==> src/hw/rtl/ssdc_pkg.sv <==
`default_nettype none

package ssdc_pkg;

	localparam int unsigned DIGITS = 4;

	function automatic int unsigned pow10(input int unsigned n);
		int unsigned p;
		p = 1;
		for (int unsigned i = 0; i < n; i++) begin
			p = p * 10;
		end
		return p;
	endfunction

	localparam int unsigned NUM_W     = 14;
	localparam int unsigned LEVEL_W   = 3;
	localparam int unsigned NUM_LIMIT = pow10(DIGITS);
	localparam int unsigned DIG_W     = 4 * DIGITS;
	localparam int unsigned NUM_BYTES = 2 * DIGITS + 3;
	localparam int unsigned IDX_W     = $clog2(NUM_BYTES);
	localparam int unsigned CNT_W     = $clog2(DIGITS + 1);
	localparam int unsigned QDEPTH    = 2;
	localparam int unsigned QP_W      = $clog2(QDEPTH);
	localparam int unsigned QC_W      = $clog2(QDEPTH + 1);

	// floor(x / 10) = (x * RECIP10) >> RECIP_SH for every 14-bit x
	localparam int unsigned RECIP_W   = 16;
	localparam int unsigned PROD_W    = NUM_W + RECIP_W;
	localparam int unsigned RECIP_SH  = 19;
	localparam logic [RECIP_W-1:0] RECIP10 = 16'd52429;

	localparam logic [7:0] CMD_MODE     = 8'h00;
	localparam logic [7:0] CMD_FIXED    = 8'h44;
	localparam logic [7:0] ADDR_BASE    = 8'hc0;
	localparam logic [7:0] ADDR_STEP    = 8'h02;
	localparam logic [7:0] CMD_DISP_ON  = 8'h88;
	localparam logic [7:0] CMD_DISP_OFF = 8'h80;

	typedef enum logic [1:0] {
		MODE_SHOW  = 2'd0,
		MODE_LEVEL = 2'd1,
		MODE_ON    = 2'd2,
		MODE_OFF   = 2'd3
	} mode_t;

	typedef enum logic [1:0] {
		JOB_ERR,
		JOB_BYTE,
		JOB_NUM
	} job_kind_t;

	typedef struct packed {
		logic [NUM_W-1:0]   number;
		logic [LEVEL_W-1:0] level;
		logic               on;
	} status_t;

	typedef struct packed {
		job_kind_t        kind;
		logic [7:0]       code;
		logic [DIG_W-1:0] digits;
		status_t          status;
	} job_t;

	function automatic logic [7:0] seg_code(input logic [3:0] d);
		logic [7:0] s;
		unique case (d)
			4'd0: s = 8'h3f;
			4'd1: s = 8'h06;
			4'd2: s = 8'h5b;
			4'd3: s = 8'h4f;
			4'd4: s = 8'h66;
			4'd5: s = 8'h6d;
			4'd6: s = 8'h7d;
			4'd7: s = 8'h07;
			4'd8: s = 8'h7f;
			4'd9: s = 8'h6f;
			default: s = 8'h00;
		endcase
		return s;
	endfunction

endpackage

`default_nettype wire

==> src/hw/rtl/ssdc_req_if.sv <==
`default_nettype none

interface ssdc_req_if;
	logic       valid;
	logic       ready;
	logic [1:0] mode;
	logic [13:0] value;

	modport source (output valid, output mode, output value, input ready);
	modport sink (input valid, input mode, input value, output ready);
endinterface

`default_nettype wire

==> src/hw/rtl/ssdc_rsp_if.sv <==
`default_nettype none

interface ssdc_rsp_if;
	logic        valid;
	logic        ready;
	logic [7:0]  out_byte;
	logic        frame_start;
	logic        frame_end;
	logic        last;
	logic        error;
	logic [13:0] shown_number;
	logic [2:0]  brightness;
	logic        display_enabled;

	modport source (
		output valid, output out_byte, output frame_start, output frame_end,
		output last, output error, output shown_number, output brightness,
		output display_enabled, input ready
	);
	modport sink (
		input valid, input out_byte, input frame_start, input frame_end,
		input last, input error, input shown_number, input brightness,
		input display_enabled, output ready
	);
endinterface

`default_nettype wire

==> src/hw/rtl/ssdc_front.sv <==
`default_nettype none

module ssdc_front (
	input  wire logic          clk,
	input  wire logic          arst_n,
	ssdc_req_if.sink           req,
	input  wire logic          q_full,
	output ssdc_pkg::job_t     push_job,
	output logic               push
);

	logic                                conv_q;
	logic [ssdc_pkg::CNT_W-1:0]          cnt_q;
	logic [ssdc_pkg::NUM_W-1:0]          rest_q;
	logic [ssdc_pkg::NUM_W-1:0]          val_q;
	logic [ssdc_pkg::DIG_W-1:0]          digs_q;
	logic [ssdc_pkg::NUM_W-1:0]          num_q;
	logic [ssdc_pkg::LEVEL_W-1:0]        level_q;
	logic                                on_q;

	logic                                accept;
	logic                                cnt_done;
	ssdc_pkg::mode_t                     req_mode;
	logic                                num_bad;
	logic                                level_bad;
	logic [ssdc_pkg::PROD_W-1:0]         prod;
	logic [ssdc_pkg::NUM_W-1:0]          quot;
	logic [ssdc_pkg::NUM_W-1:0]          quot10;
	logic [ssdc_pkg::NUM_W-1:0]          rem_full;
	logic [ssdc_pkg::NUM_W-1:0]          nxt_num;
	logic [ssdc_pkg::LEVEL_W-1:0]        nxt_level;
	logic                                nxt_on;

	assign req.ready = !conv_q && !q_full;
	assign accept    = req.valid && req.ready;
	assign req_mode  = ssdc_pkg::mode_t'(req.mode);
	assign num_bad   = 32'(req.value) >= 32'(ssdc_pkg::NUM_LIMIT);
	assign level_bad = |req.value[ssdc_pkg::NUM_W-1:ssdc_pkg::LEVEL_W];
	assign cnt_done  = cnt_q == ssdc_pkg::CNT_W'(ssdc_pkg::DIGITS);

	// one decimal digit per cycle, least significant first
	assign prod     = ssdc_pkg::PROD_W'(rest_q) * ssdc_pkg::PROD_W'(ssdc_pkg::RECIP10);
	assign quot     = ssdc_pkg::NUM_W'(prod[ssdc_pkg::PROD_W-1:ssdc_pkg::RECIP_SH]);
	assign quot10   = (quot << 3) + (quot << 1);
	assign rem_full = rest_q - quot10;

	always_comb begin
		push             = 1'b0;
		nxt_num          = num_q;
		nxt_level        = level_q;
		nxt_on           = on_q;
		push_job.kind    = ssdc_pkg::JOB_BYTE;
		push_job.code    = ssdc_pkg::CMD_DISP_ON;
		push_job.digits  = digs_q;
		if (conv_q) begin
			if (cnt_done && !q_full) begin
				push          = 1'b1;
				push_job.kind = ssdc_pkg::JOB_NUM;
				nxt_num       = val_q;
				nxt_on        = 1'b1;
			end
		end else if (accept) begin
			unique case (req_mode)
				ssdc_pkg::MODE_SHOW: begin
					if (num_bad) begin
						push          = 1'b1;
						push_job.kind = ssdc_pkg::JOB_ERR;
					end
				end
				ssdc_pkg::MODE_LEVEL: begin
					push = 1'b1;
					if (level_bad) begin
						push_job.kind = ssdc_pkg::JOB_ERR;
					end else begin
						nxt_level     = req.value[ssdc_pkg::LEVEL_W-1:0];
						push_job.code = ssdc_pkg::CMD_DISP_ON
							| 8'(req.value[ssdc_pkg::LEVEL_W-1:0]);
					end
				end
				ssdc_pkg::MODE_ON: begin
					push   = 1'b1;
					nxt_on = 1'b1;
				end
				ssdc_pkg::MODE_OFF: begin
					push          = 1'b1;
					nxt_on        = 1'b0;
					push_job.code = ssdc_pkg::CMD_DISP_OFF;
				end
				default: begin
					push = 1'b0;
				end
			endcase
		end
		push_job.status.number = nxt_num;
		push_job.status.level  = nxt_level;
		push_job.status.on     = nxt_on;
	end

	always_ff @(posedge clk or negedge arst_n) begin
		if (!arst_n) begin
			conv_q  <= 1'b0;
			cnt_q   <= '0;
			num_q   <= '0;
			level_q <= '0;
			on_q    <= 1'b0;
		end else begin
			if (push) begin
				num_q   <= nxt_num;
				level_q <= nxt_level;
				on_q    <= nxt_on;
			end
			if (conv_q) begin
				if (!cnt_done) begin
					cnt_q <= cnt_q + 1'b1;
				end else if (!q_full) begin
					conv_q <= 1'b0;
				end
			end else if (accept && req_mode == ssdc_pkg::MODE_SHOW && !num_bad) begin
				conv_q <= 1'b1;
				cnt_q  <= '0;
			end
		end
	end

	always_ff @(posedge clk) begin
		if (!conv_q && accept) begin
			rest_q <= req.value;
			val_q  <= req.value;
		end else if (conv_q && !cnt_done) begin
			rest_q <= quot;
			digs_q <= {rem_full[3:0], digs_q[ssdc_pkg::DIG_W-1:4]};
		end
	end

endmodule

`default_nettype wire

==> src/hw/rtl/ssdc_queue.sv <==
`default_nettype none

module ssdc_queue (
	input  wire logic           clk,
	input  wire logic           arst_n,
	input  wire logic           push,
	input  wire ssdc_pkg::job_t push_job,
	output logic                full,
	input  wire logic           pop,
	output logic                head_valid,
	output ssdc_pkg::job_t      head_job
);

	ssdc_pkg::job_t             mem_q [ssdc_pkg::QDEPTH];
	logic [ssdc_pkg::QP_W-1:0]  wr_q;
	logic [ssdc_pkg::QP_W-1:0]  rd_q;
	logic [ssdc_pkg::QC_W-1:0]  cnt_q;
	logic                       do_push;
	logic                       do_pop;

	assign full       = cnt_q == ssdc_pkg::QC_W'(ssdc_pkg::QDEPTH);
	assign head_valid = cnt_q != '0;
	assign head_job   = mem_q[rd_q];
	assign do_push    = push && !full;
	assign do_pop     = pop && head_valid;

	always_ff @(posedge clk or negedge arst_n) begin
		if (!arst_n) begin
			wr_q  <= '0;
			rd_q  <= '0;
			cnt_q <= '0;
		end else begin
			if (do_push) begin
				wr_q <= (wr_q == ssdc_pkg::QP_W'(ssdc_pkg::QDEPTH - 1)) ? '0 : wr_q + 1'b1;
			end
			if (do_pop) begin
				rd_q <= (rd_q == ssdc_pkg::QP_W'(ssdc_pkg::QDEPTH - 1)) ? '0 : rd_q + 1'b1;
			end
			if (do_push && !do_pop) begin
				cnt_q <= cnt_q + 1'b1;
			end else if (do_pop && !do_push) begin
				cnt_q <= cnt_q - 1'b1;
			end
		end
	end

	always_ff @(posedge clk) begin
		if (do_push) begin
			mem_q[wr_q] <= push_job;
		end
	end

endmodule

`default_nettype wire

==> src/hw/rtl/ssdc_back.sv <==
`default_nettype none

module ssdc_back (
	input  wire logic           clk,
	input  wire logic           arst_n,
	input  wire logic           head_valid,
	input  wire ssdc_pkg::job_t head_job,
	output logic                pop,
	ssdc_rsp_if.source          rsp
);

	logic                           busy_q;
	ssdc_pkg::job_t                 job_q;
	logic [ssdc_pkg::IDX_W-1:0]     idx_q;
	logic [7:0]                     addr_q;
	logic [ssdc_pkg::DIG_W-1:0]     digs_q;

	logic                           valid_q;
	logic [7:0]                     byte_q;
	logic                           fs_q;
	logic                           fe_q;
	logic                           last_q;
	logic                           err_q;
	ssdc_pkg::status_t              stat_q;

	logic                           adv;
	logic                           emit;
	logic                           done;
	logic [7:0]                     nb;
	logic                           nfs;
	logic                           nfe;
	logic                           nlast;
	logic                           nerr;
	logic                           seg_step;

	assign adv  = !valid_q || rsp.ready;
	assign emit = busy_q && adv;
	assign done = emit && nlast;
	assign pop  = head_valid && (!busy_q || done);

	always_comb begin
		nb       = job_q.code;
		nfs      = 1'b1;
		nfe      = 1'b1;
		nlast    = 1'b1;
		nerr     = 1'b0;
		seg_step = 1'b0;
		unique case (job_q.kind)
			ssdc_pkg::JOB_ERR: begin
				nb   = '0;
				nfs  = 1'b0;
				nfe  = 1'b0;
				nerr = 1'b1;
			end
			ssdc_pkg::JOB_BYTE: begin
				nb = job_q.code;
			end
			ssdc_pkg::JOB_NUM: begin
				nlast = 1'b0;
				priority if (idx_q == '0) begin
					nb = ssdc_pkg::CMD_MODE;
				end else if (idx_q == ssdc_pkg::IDX_W'(1)) begin
					nb = ssdc_pkg::CMD_FIXED;
				end else if (idx_q == ssdc_pkg::IDX_W'(ssdc_pkg::NUM_BYTES - 1)) begin
					nb    = ssdc_pkg::CMD_DISP_ON;
					nlast = 1'b1;
				end else if (!idx_q[0]) begin
					nb  = addr_q;
					nfe = 1'b0;
				end else begin
					nb       = ssdc_pkg::seg_code(digs_q[ssdc_pkg::DIG_W-1 -: 4]);
					nfs      = 1'b0;
					seg_step = 1'b1;
				end
			end
			default: begin
				nb = '0;
			end
		endcase
	end

	always_ff @(posedge clk or negedge arst_n) begin
		if (!arst_n) begin
			busy_q  <= 1'b0;
			idx_q   <= '0;
			valid_q <= 1'b0;
		end else begin
			if (pop) begin
				busy_q <= 1'b1;
				idx_q  <= '0;
			end else if (done) begin
				busy_q <= 1'b0;
			end else if (emit) begin
				idx_q <= idx_q + 1'b1;
			end
			if (emit) begin
				valid_q <= 1'b1;
			end else if (rsp.ready) begin
				valid_q <= 1'b0;
			end
		end
	end

	always_ff @(posedge clk) begin
		if (pop) begin
			job_q  <= head_job;
			addr_q <= ssdc_pkg::ADDR_BASE;
			digs_q <= head_job.digits;
		end else if (emit && seg_step) begin
			addr_q <= addr_q + ssdc_pkg::ADDR_STEP;
			digs_q <= digs_q << 4;
		end
		if (emit) begin
			byte_q <= nb;
			fs_q   <= nfs;
			fe_q   <= nfe;
			last_q <= nlast;
			err_q  <= nerr;
			stat_q <= job_q.status;
		end
	end

	assign rsp.valid           = valid_q;
	assign rsp.out_byte        = byte_q;
	assign rsp.frame_start     = fs_q;
	assign rsp.frame_end       = fe_q;
	assign rsp.last            = last_q;
	assign rsp.error           = err_q;
	assign rsp.shown_number    = stat_q.number;
	assign rsp.brightness      = stat_q.level;
	assign rsp.display_enabled = stat_q.on;

endmodule

`default_nettype wire

==> src/hw/rtl/seven_segment_display_commander.sv <==
// channel  dir  handshake    payload
// req      in   valid/ready  mode[1:0], value[13:0]
// rsp      out  valid/ready  out_byte[7:0], frame_start, frame_end, last, error,
//                            shown_number[13:0], brightness[2:0], display_enabled
//
// show-number request: the front splits the digits one per cycle through the
// divide-by-ten multiplier, then the back sends 2*DIGITS+3 bytes (11 at four digits),
// one per cycle while rsp is ready; every other request gives one byte.
// the back emits at most one byte a cycle from a two-entry job queue.
// reset clears shown number, brightness, enable flag and all valid state.
// a stalled rsp holds its byte; req is held off while digits are split or the queue is full.
`default_nettype none

module seven_segment_display_commander (
	input  wire logic  clk,
	input  wire logic  arst_n,
	ssdc_req_if.sink   req,
	ssdc_rsp_if.source rsp
);

	ssdc_pkg::job_t push_job;
	ssdc_pkg::job_t head_job;
	logic           push;
	logic           full;
	logic           pop;
	logic           head_valid;

	ssdc_front u_front (
		.clk      (clk),
		.arst_n   (arst_n),
		.req      (req),
		.q_full   (full),
		.push_job (push_job),
		.push     (push)
	);

	ssdc_queue u_queue (
		.clk        (clk),
		.arst_n     (arst_n),
		.push       (push),
		.push_job   (push_job),
		.full       (full),
		.pop        (pop),
		.head_valid (head_valid),
		.head_job   (head_job)
	);

	ssdc_back u_back (
		.clk        (clk),
		.arst_n     (arst_n),
		.head_valid (head_valid),
		.head_job   (head_job),
		.pop        (pop),
		.rsp        (rsp)
	);

endmodule

`default_nettype wire

==> src/flat_wrapper.sv <==
// flat-port wrapper written by rule: the top's interface ports become plain ports
module seven_segment_display_commander_flat 
  (clk, arst_n, req_valid, req_mode, req_value, req_ready, rsp_valid, rsp_out_byte, rsp_frame_start, rsp_frame_end, rsp_last, rsp_error, rsp_shown_number, rsp_brightness, rsp_display_enabled, rsp_ready);
  ssdc_req_if req_i ();
  ssdc_rsp_if rsp_i ();
  input  wire logic clk;
  input  wire logic arst_n;
  input wire logic [$bits(req_i.valid)-1:0] req_valid;
  input wire logic [$bits(req_i.mode)-1:0] req_mode;
  input wire logic [$bits(req_i.value)-1:0] req_value;
  output wire logic [$bits(req_i.ready)-1:0] req_ready;
  output wire logic [$bits(rsp_i.valid)-1:0] rsp_valid;
  output wire logic [$bits(rsp_i.out_byte)-1:0] rsp_out_byte;
  output wire logic [$bits(rsp_i.frame_start)-1:0] rsp_frame_start;
  output wire logic [$bits(rsp_i.frame_end)-1:0] rsp_frame_end;
  output wire logic [$bits(rsp_i.last)-1:0] rsp_last;
  output wire logic [$bits(rsp_i.error)-1:0] rsp_error;
  output wire logic [$bits(rsp_i.shown_number)-1:0] rsp_shown_number;
  output wire logic [$bits(rsp_i.brightness)-1:0] rsp_brightness;
  output wire logic [$bits(rsp_i.display_enabled)-1:0] rsp_display_enabled;
  input wire logic [$bits(rsp_i.ready)-1:0] rsp_ready;
  assign req_i.valid = req_valid;
  assign req_i.mode = req_mode;
  assign req_i.value = req_value;
  assign req_ready = req_i.ready;
  assign rsp_valid = rsp_i.valid;
  assign rsp_out_byte = rsp_i.out_byte;
  assign rsp_frame_start = rsp_i.frame_start;
  assign rsp_frame_end = rsp_i.frame_end;
  assign rsp_last = rsp_i.last;
  assign rsp_error = rsp_i.error;
  assign rsp_shown_number = rsp_i.shown_number;
  assign rsp_brightness = rsp_i.brightness;
  assign rsp_display_enabled = rsp_i.display_enabled;
  assign rsp_i.ready = rsp_ready;
  seven_segment_display_commander u_core (.clk(clk), .arst_n(arst_n), .req(req_i), .rsp(rsp_i));
endmodule
==> config.mk <==
export PLATFORM = sky130hd
export DESIGN_NAME = seven_segment_display_commander_flat
export DESIGN_NICKNAME = d
export VERILOG_FILES = /design/src/hw/rtl/ssdc_pkg.sv /design/src/hw/rtl/ssdc_req_if.sv /design/src/hw/rtl/ssdc_rsp_if.sv /design/src/hw/rtl/ssdc_front.sv /design/src/hw/rtl/ssdc_queue.sv /design/src/hw/rtl/ssdc_back.sv /design/src/hw/rtl/seven_segment_display_commander.sv /design/src/flat_wrapper.sv
export SDC_FILE = /design/constraint.sdc
export NUM_CORES = 1
export LEC_CHECK = 0
export BUFFER_PORTS_ARGS = -buffer_cell sky130_fd_sc_hd__buf_2
export CORE_UTILIZATION = 58
export CTS_BUF_LIST = sky130_fd_sc_hd__clkbuf_8
export CTS_CLUSTER_DIAMETER = 50
export DETAILED_ROUTE_END_ITERATION = 12
export HOLD_SLACK_MARGIN = 0.05
export PLACE_DENSITY_LB_ADDON = 0.25
export SLEW_MARGIN = 40
export SYNTH_ARGS = -nofsm -noshare
export SYNTH_HDL_FRONTEND = slang
export SYNTH_SLANG_ARGS = --single-unit
==> constraint.sdc <==
create_clock -name clk -period 6.9 [get_ports clk]
set_clock_uncertainty 0.15 [all_clocks]
set_input_delay 0.345 -clock clk [delete_from_list [all_inputs] [get_ports clk]]
set_output_delay 0.345 -clock clk [all_outputs]
set_load 0.02 [all_outputs]
After elaboration in Yosys (flattened, before gate mapping)
Memories as Yosys holds them, arrays and structs flattened. A register that Yosys moved wholly into a read port is not among the register bits.
Index checks and enable logic that the tools add are counted.
{"block": "classes", "add_sub_neg": 9, "n_mul": 1, "magnitude_cmp": 1, "eq_ne": 11, "muxes": 73, "n_bitwise": 1, "n_reduce_logical": 41}
{"op": "14-bit two-way mux", "count": 4}
{"op": "8-bit two-way mux", "count": 5}
{"op": "1-bit two-way mux", "count": 38}
{"op": "16-bit two-way mux", "count": 2}
{"op": "14-bit by 16-bit multiplier with 30-bit output, second input constant", "count": 1}
{"op": "3-bit two-way mux", "count": 8}
{"op": "4-bit two-way mux", "count": 4}
{"op": "8-bit case mux with 2 select lines", "count": 1}
{"op": "2-bit nonzero test", "count": 8}
{"op": "1-bit logical AND", "count": 15}
{"op": "14-bit >= comparator, second input constant", "count": 1}
{"op": "11-bit OR reduction", "count": 1}
{"op": "10-bit two-way mux", "count": 1}
{"op": "8-bit by 2-bit adder with 8-bit output, second input constant", "count": 1}
{"op": "2-bit equality test, second input constant", "count": 4}
{"op": "1-bit logical NOT", "count": 8}
{"op": "2-bit two-way mux", "count": 4}
{"op": "1-bit case mux with 2 select lines", "count": 4}
{"op": "4-bit case mux with 2 select lines", "count": 1}
{"op": "2-bit AND reduction", "count": 3}
{"op": "4-bit by 1-bit adder with 4-bit output, second input constant", "count": 1}
{"op": "4-bit adder", "count": 1}
{"op": "2-bit by 1-bit equality test with 1-bit output, second input constant", "count": 2}
{"op": "4-bit by 1-bit equality test with 1-bit output, second input constant", "count": 1}
{"op": "15 further kinds", "count": 18}
{"block": "word_totals", "reg_bits": 158, "ram_bits": 88, "romBits": 112, "in_bits": 20, "n_memories": 2}
{"name": "(name not given)", "words": 16, "width": 7, "read_ports": 1, "rd_clocked_by_memory_dff": 1, "write_ports": 0, "line_no": "ssdc_pkg.sv:68", "rtl": "unique case (d)"}
{"name": "u_core.u_queue.mem_q", "words": 2, "width": 44, "read_ports": 1, "rd_clocked_by_memory_dff": 0, "write_ports": 1, "line_no": "ssdc_queue.sv:14", "rtl": "ssdc_pkg::job_t mem_q [ssdc_pkg::QDEPTH];"}

Depth between registers and ports, before layout
Gate-level depths: netlist of the first run.
{"block": "depth", "word_depth": 12, "depth_mapped": 23}

Modules after synthesis
From an unflattened synthesis of the first run, not the netlist that was laid out.
{"block": "hier_totals", "cells_unflattened": 1009, "hier_area_um2": 13571.8}
{"mod": "ssdc_front", "n_inst": 1, "cells_each": 565, "area_each_um2": 6084.6, "seq_area_each_um2": 1871.8}
{"mod": "ssdc_back", "n_inst": 1, "cells_each": 288, "area_each_um2": 3911.3, "seq_area_each_um2": 2652.5}
{"mod": "ssdc_queue", "n_inst": 1, "cells_each": 156, "area_each_um2": 3575.9, "seq_area_each_um2": 2742.6}

Worst setup path after synthesis of the first run
No wires, ideal clock.
{"block": "synth_timing", "kind": "register to register", "startpoint": "reg u_core.u_front.rest_q[12] (netlist name)", "endpoint": "reg u_core.u_front.digs_q[15] (netlist name), data pin", "setup_time_ps": 261, "t_arrival_ps": 5274, "setup_slack_ps": 1215, "stages_incl_launch_ff": 23, "path_buffers": 0, "period_less_slack_ps": 5685, "cell_sequence": "edfxtp_1 -> inv_1 -> ha_1 -> inv_1 -> fa_1 -> inv_1 -> fa_1 -> fa_1 -> inv_1 -> fa_1 -> inv_1 -> fa_1 -> inv_1 -> ha_1 -> and3_1 -> and2_1 -> a211oi_1 -> o21ai_1 -> xor2_1 -> ha_1 -> xor2_1 -> xnor2_1 -> xnor2_1"}
{"block": "synth_between", "elab_chain_cells": 3}
{"item": "start, declared", "line_no": "ssdc_front.sv:14", "rtl": "logic [ssdc_pkg::NUM_W-1:0] rest_q;"}
{"item": "start signal, assigned", "line_no": "ssdc_front.sv:127", "rtl": "rest_q <= req.value;"}
{"item": "start signal, assigned", "line_no": "ssdc_front.sv:130", "rtl": "rest_q <= quot;"}
{"item": "14-bit by 16-bit multiplier with 30-bit output", "line_no": "ssdc_front.sv:42", "rtl": "assign prod = ssdc_pkg::PROD_W'(rest_q) * ssdc_pkg::PROD_W'(ssdc_pkg::RECIP10);"}
{"item": "4-bit adder", "line_no": "ssdc_front.sv:44", "rtl": "assign quot10 = (quot << 3) + (quot << 1);"}
{"item": "4-bit subtractor", "line_no": "ssdc_front.sv:45", "rtl": "assign rem_full = rest_q - quot10;"}
{"item": "net u_core.u_front.rem_full (one bit)", "line_no": "ssdc_front.sv:29", "rtl": "logic [ssdc_pkg::NUM_W-1:0] rem_full;"}
{"item": "end signal, assigned", "line_no": "ssdc_front.sv:131", "rtl": "digs_q <= {rem_full[3:0], digs_q[ssdc_pkg::DIG_W-1:4]};"}
{"item": "end, declared", "line_no": "ssdc_front.sv:16", "rtl": "logic [ssdc_pkg::DIG_W-1:0] digs_q;"}
The timed path passes the listed nets, and every way through them passes these cells.
A chain may end at the register's enable or synchronous reset.

Final worst setup path of the first run
{"block": "layout_timing", "startpoint": "reg u_core.u_front.rest_q[8] (netlist name)", "endpoint": "reg u_core.u_front.rest_q[5] (netlist name), data pin"}
{"block": "layout_between", "elab_chain_cells": 3}
{"item": "14-bit by 16-bit multiplier with 30-bit output", "line_no": "ssdc_front.sv:42"}
{"item": "14-bit two-way mux", "line_no": "ssdc_front.sv:129", "rtl": "end else if (conv_q && !cnt_done) begin"}
{"item": "14-bit two-way mux", "line_no": "ssdc_front.sv:126", "rtl": "if (!conv_q && accept) begin"}
No other way between the ends. The select of a mux whose other input is x is not followed.

==> impl_metrics.csv, run 1 <==
group,metric,value,unit
sta,fin_crit_sh,88.24,%
synth,post-synth-top-area-cell,"edfxtp_1",
floorplanning,ioPinCount,52,
synth,postSynth.asyncResetShare,13.33,%
sta,relSlewSlack,48.16,%
clocking,cts_tree,"done",
route,drtAntennaViolNets,0,
clocking,cts_setup_buffers,0,
sta,slew_violations,0,
clocking,clk_pin_slew,0.07,ns
clocking,cts_resized,0,
synth,yosysWarningCount,0,
clocking,clock_latency,0.52,ns
synth,synth.area.top_cells,"edfxtp_1, ha_1, fa_1",
synth,synth.most_common_cell,"edfxtp_1",
route,num_vias,7400,
grt,overflow,0,
sta,rsz0062_at_grt,"false",
layout,stdcell_area,14350,sq um
grt,grt_pass1_wl,37.89,mm
route,routed-wl-met2,11.25,mm
floorplanning,die_area,22580,sq um
sta,worst_pin_slew,0.7764,ns
synth,avgSynthCellArea,13.53,sq um
layout,n_antenna_cell,0,
sta,clock.fmax,164.2,MHz
sta,min_period,6.089,ns
clocking,cts.root.buffer_cell,"clkbuf_8",
route,top_layer,"met4",
grt,grt_start_max_net_pins,43,
critical_path,r2r_end,"u_core.u_front.rest_q[5]",
synth,synth_area,12750,sq um
floorplanning,die_y,150.3,um
synth,yosys-top-cells-count,"edfxtp_1, ha_1, inv_1",
floorplanning,die_width,150.3,um
synth,ys.flop_type,"edfxtp_1",
clocking,hold_buffers,20,
placement,placed_cell_area,13350,sq um
clocking,cts.sinks,240,
placement,hpwl,16.72,mm
synth,synth.net_count,1138,
route,vias_per_cell,5.518,
critical_path,critPathLaunchType,"flop",
synth,synth_seq_cells,240,
outcome,status,"completed",
grt,grt_pass1_vias,7558,
critical_path,crit_arrival,6.20,ns
layout,final_util,67.40,%
synth,synth_cells,942,
grt,antenna_found_initial,0,
floorplanning,fp-row-count,53,
clocking,cts_buffers,37,
layout,fill_cells,1470,
placement,port_buffers,51,
critical_path,reg2regPathDepth,17,
critical_path,cp_max_fo,8,
clocking,cts_max_path_buffers,3,
route,firstDrtPassIters,5,
synth,ys_types,61,
layout,nNetsFinal,1236,
critical_path,end_kind,"flop",
route,wl_met3,1.009,mm
route,wl_met1,10.82,mm
flow_run,maxCapViolCount,0,
critical_path,worstSetupPathType,"flop to flop",
route,routedWlPerCell,17.56,um
critical_path,r2r_start,"u_core.u_front.rest_q[8]",
sta,hold_violations,0,
synth,ys_seq_area_share,54.18,%
route,drt_iter0_drc,401,
synth,synth_edf_count,194,
placement,routabilityCongestion,0.8869,
synth,yosysTopAreaCellShare,45.70,%
layout,area_delta_synth_final,12.54,%
critical_path,reg2reg_slack,0.81,ns
worst_hold_path,hp-class,"input pin to asynchronous set/reset pin",
route,wl,23.55,mm
grt,grt_usage,21.96,%
floorplanning,core_area,21290,sq um
sta,tns,0,ns
sta,setup_viol,0,
clocking,htreeDepth,2,
route,drc_errors,0,
layout,drive_above_1_share,17.54,%
critical_path,critPathRequiredTime,7.01,ns
floorplanning,start_util,59.89,%
==> kinds of logic (layout without fill, tap and decap cells) <==
family | count (synthesis) | count (layout) | share of synthesized area, %
compound gates | 119 | 119 | 5.702
mux | 91 | 91 | 7.822
buf+inv | 128 | 252 | 3.798
flops | 240 | 240 | 54.18
xor+xnor | 28 | 28 | 1.924
fa+ha+maj | 176 | 176 | 20.45
simple gates | 160 | 160 | 6.124
==> worst max-delay path: stages (launching register included) <==
cell       delay, ns
edfxtp_1        0.48
ha_1            0.38
fa_1            0.53
inv_1           0.10
fa_1            0.58
inv_1           0.07
fa_1            0.54
inv_1           0.06
fa_1            0.53
inv_1           0.04
ha_1            0.29
ha_1            0.41
a211oi_1        0.41
nand2b_1        0.12
a2111oi_1       0.61
o21bai_1        0.15
xnor2_1         0.28
o21ai_0         0.11
==> state kept, by name, summed over array words and instances (netlist names), 4 cells and up, named ones only <==
name and flops:
u_core.u_back.job_q 24, u_core.u_back.rsp.shown_number 14, u_core.u_queue.mem_q 80, u_core.u_front.val_q 14, u_core.u_back.idx_q 4, u_core.u_back.addr_q 7
u_core.u_front.num_q 14, u_core.u_back.digs_q 16, u_core.u_front.digs_q 16, u_core.u_back.rsp.out_byte 8, u_core.u_front.rest_q 14
==> worst max-delay path by stage <==
stage | startpoint | to | slack (ns) | cells past startpoint
2_1_floorplan | u_core.u_front.rest_q[12] | u_core.u_front.digs_q[15] | 1.22 | 22
3_3_place_gp | u_core.u_front.rest_q[8] | u_core.u_front.rest_q[5] | 0.67 | 17
3_5_place_dp | u_core.u_front.rest_q[8] | u_core.u_front.rest_q[5] | 0.71 | 17
4_1_cts | u_core.u_front.rest_q[8] | u_core.u_front.rest_q[5] | 0.69 | 17
5_1_grt | u_core.u_front.rest_q[12] | u_core.u_front.rest_q[5] | 0.39 | 19
6_report | u_core.u_front.rest_q[8] | u_core.u_front.rest_q[5] | 0.81 | 17
==> per-layer routing <==
metal	track usage (%)	up-vias
met4	6.869	0
met2	36.02	175
met5	0	-
met3	3.606	35
met1	30.09	3644
li1	-	3546
==> cell type report <==
cell class | count | area, sq um | share of cell area, %
sequential | 240 | 6908 | 48.15
clock buffer | 39 | 536.8 | 3.741
multi-input combinational | 574 | 5389 | 37.56
tap | 275 | 344.1 | 2.398
clock inverter | 26 | 254.0 | 1.770
inverter | 110 | 412.9 | 2.878
timing repair buffer | 77 | 503.0 | 3.506
==> placed cells by master, fill, tap and decap left out, drive strengths merged, types with 8 or more instances in the layout <==
cell | netlist | routed
xor2 | 17 | 17
mux2i | 28 | 28
dfrtp | 32 | 32
clkinv | 1 | 8
fa | 54 | 54
ha | 122 | 122
inv | 109 | 121
nand3 | 13 | 13
nand2 | 44 | 44
nor2 | 47 | 47
buf | 5 | 57
edfxtp | 194 | 194
xnor2 | 11 | 11
dfxtp | 14 | 14
a211oi | 8 | 8
and2 | 11 | 11
o21ai | 38 | 38
mux2 | 63 | 63
a21oi | 31 | 31
dlygate4sd3 | 0 | 20
clkbuf | 13 | 39
==> metrics by stage <==
| stage | std cells | hold WS [ns] | worst slack, ns |
|---|---|---|---|
| floorplan | 942 | -0.1006 | 1.215 |
| global placement | 1256 | 0.2514 | 0.6711 |
| detailed placement | 1256 | 0.2545 | 0.7133 |
| CTS | 1341 | 0.2680 | 0.6870 |
| global route | 1341 | 0.1826 | 0.3900 |
| finish | 1341 | 0.1580 | 0.8111 |
Power of run 1 is left out: the tool's default activity adds up to more than one toggle a clock period on the data nets, which glitch-free logic cannot reach.
==> run 2, diff against run 1 <==
Settings changed: CORE_UTILIZATION 58 to 50, RECOVER_POWER set to 25.
==> impl_metrics.csv, run 2 (synthesis results as in run 1) <==
group,metric,value,unit
placement,hpwl,16.85,mm
clocking,cts.sinks,240,
clocking,cts_buffers,39,
critical_path,cp_max_fo,5,
route,drt_iter0_drc,405,
floorplanning,ioPinCount,52,
clocking,cts.root.buffer_cell,"clkbuf_8",
grt,overflow,0,
clocking,cts_resized,0,
sta,relSlewSlack,-28.23,%
layout,regMostFlops,"u_core.u_queue.mem_q",
grt,gr-usage-met1,25.80,%
outcome,violations,"capacitance limit, slew limit",
worst_hold_path,hp-class,"input pin to flop",
grt,antenna_found_initial,0,
route,wl,23.45,mm
sta,hold_violations,0,
sta,clock.fmax,163.6,MHz
route,routedWlPerCell,16.73,um
critical_path,reg2reg_slack,0.79,ns
worst_hold_path,hp-start,"req_valid",
sta,worst_pin_slew,1.924,ns
route,num_vias,7278,
critical_path,critPathRequiredTime,7.01,ns
critical_path,max_stage_delay,0.54,ns
grt,gr-usage-met2,30.11,%
outcome,status,"complete, but fails checks",
critical_path,critPathBufInv,4,
grt,busiest_layer,"met2",
route,drc_errors,0,
floorplanning,start_util,50.77,%
critical_path,r2r_start,"u_core.u_front.rest_q[8]",
sta,rsz0062_at_grt,"false",
critical_path,crit_arrival,6.22,ns
layout,final_cell_mix,"edfxtp_1, ha_1, inv_1",
critical_path,r2r_end,"u_core.u_front.digs_q[15]",
critical_path,worstPathCellList,"ha_1 > fa_1 > inv_1 > fa_1 > fa_1 > inv_1 > fa_1 > inv_1 > fa_1 > inv_1 > ha_1 > and3_1 > and2_1 > a211oi_1 > o21ai_1 > xor2_1 > ha_1 > a22oi_1 > xnor2_1",
flow_run,maxCapViolCount,1,
critical_path,end_kind,"flop",
critical_path,crit_path_frequent_cell,"fa_1",
placement,routabilityCongestion,0.9089,
clocking,clock_latency,0.54,ns
clocking,cts_tree,"done",
grt,grt_pass1_wl,37.59,mm
clocking,cts_max_path_buffers,3,
sta,tns,0,ns
layout,area_delta_synth_final,12.74,%
layout,fill_cells,2095,
route,firstDrtPassIters,9,
floorplanning,core_area,25110,sq um
placement,port_buffers,51,
floorplanning,die_area,26140,sq um
layout,nNetsFinal,1237,
grt,grt_pass1_vias,7327,
grt,grt_start_max_net_pins,42,
sta,slew_violations,33,
route,vias_per_cell,5.191,
route,drtAntennaViolNets,0,
layout,final_common_cell,"edfxtp_1",
layout,reg_top3,"u_core.u_queue.mem_q (80), u_core.u_back.job_q (24)",
worst_hold_path,holdPathEnd,"u_core.u_front.rest_q[11]",
layout,drive_above_1_share,14.74,%
grt,grt_usage,18.51,%
worst_hold_path,whs_path_depth,2,
grt,use_met3,2.809,%
critical_path,critPathLaunchType,"flop",
clocking,cts_setup_buffers,0,
critical_path,crit_family,"adder cells",
sta,min_period,6.113,ns
floorplanning,die_y,161.7,um
critical_path,worst_path_max_delay_cell,"fa_1",
clocking,hold_buffers,19,
layout,largest_reg_flops,80,
sta,fin_crit_sh,88.59,%
clocking,clk_pin_slew,0.07,ns
sta,setup_viol,0,
layout,n_antenna_cell,0,
critical_path,worstSetupPathType,"flop to flop",
floorplanning,fp-row-count,58,
critical_path,reg2regPathDepth,19,
floorplanning,die_width,161.7,um
clocking,htreeDepth,2,
[run 2: through the flow]
stage                     setup WS [ns]  util (%)  hold slack (ns)  cell area, sq um  std cells
after floorplan                   1.215         -          -0.1006             12750        942
after global placement           0.8818     53.41           0.2510             13410       1311
after detailed placement         0.8328     53.42           0.2557             13410       1311
after CTS                        0.7871     57.38           0.1097             14410       1402
after global routing             0.4866     57.24           0.1347             14370       1402
final                            0.7874     57.24           0.1518             14370       1402
[run 2: final cells by class]
cell class              count  area (sq um)  share of cell area (%)
flip-flops and latches    240          6908                   48.06
clock inverters            26         171.4                   1.193
clock buffers              46         633.1                   4.405
repair buffers             76         454.2                   3.160
inverters                 110         412.9                   2.873
multi-input cells         574          5380                   37.43
well taps                 330         412.9                   2.873
[run 2: worst max path at each step]
stage	startpoint	endpoint	slack (ns)	cells after the start
final	u_core.u_front.rest_q[8]	u_core.u_front.digs_q[15]	0.79	19
after global routing	u_core.u_front.rest_q[8]	u_core.u_front.digs_q[15]	0.49	19
after CTS	u_core.u_front.rest_q[8]	u_core.u_front.digs_q[15]	0.79	19
after detailed placement	u_core.u_front.rest_q[8]	u_core.u_front.digs_q[15]	0.83	19
after global placement	u_core.u_front.rest_q[8]	u_core.u_front.digs_q[15]	0.88	19
after floorplan	u_core.u_front.rest_q[12]	u_core.u_front.digs_q[15]	1.22	22
[run 2: routing by layer]
| layer | vias to the layer above | wire length, um |
|---|---|---|
| li1 | 3558 | - |
| met1 | 3545 | 11200 |
| met2 | 144 | 10910 |
| met3 | 31 | 940 |
| met4 | 0 | 400 |
| met5 | - | 0 |
Power of run 2 is left out for the same reason.
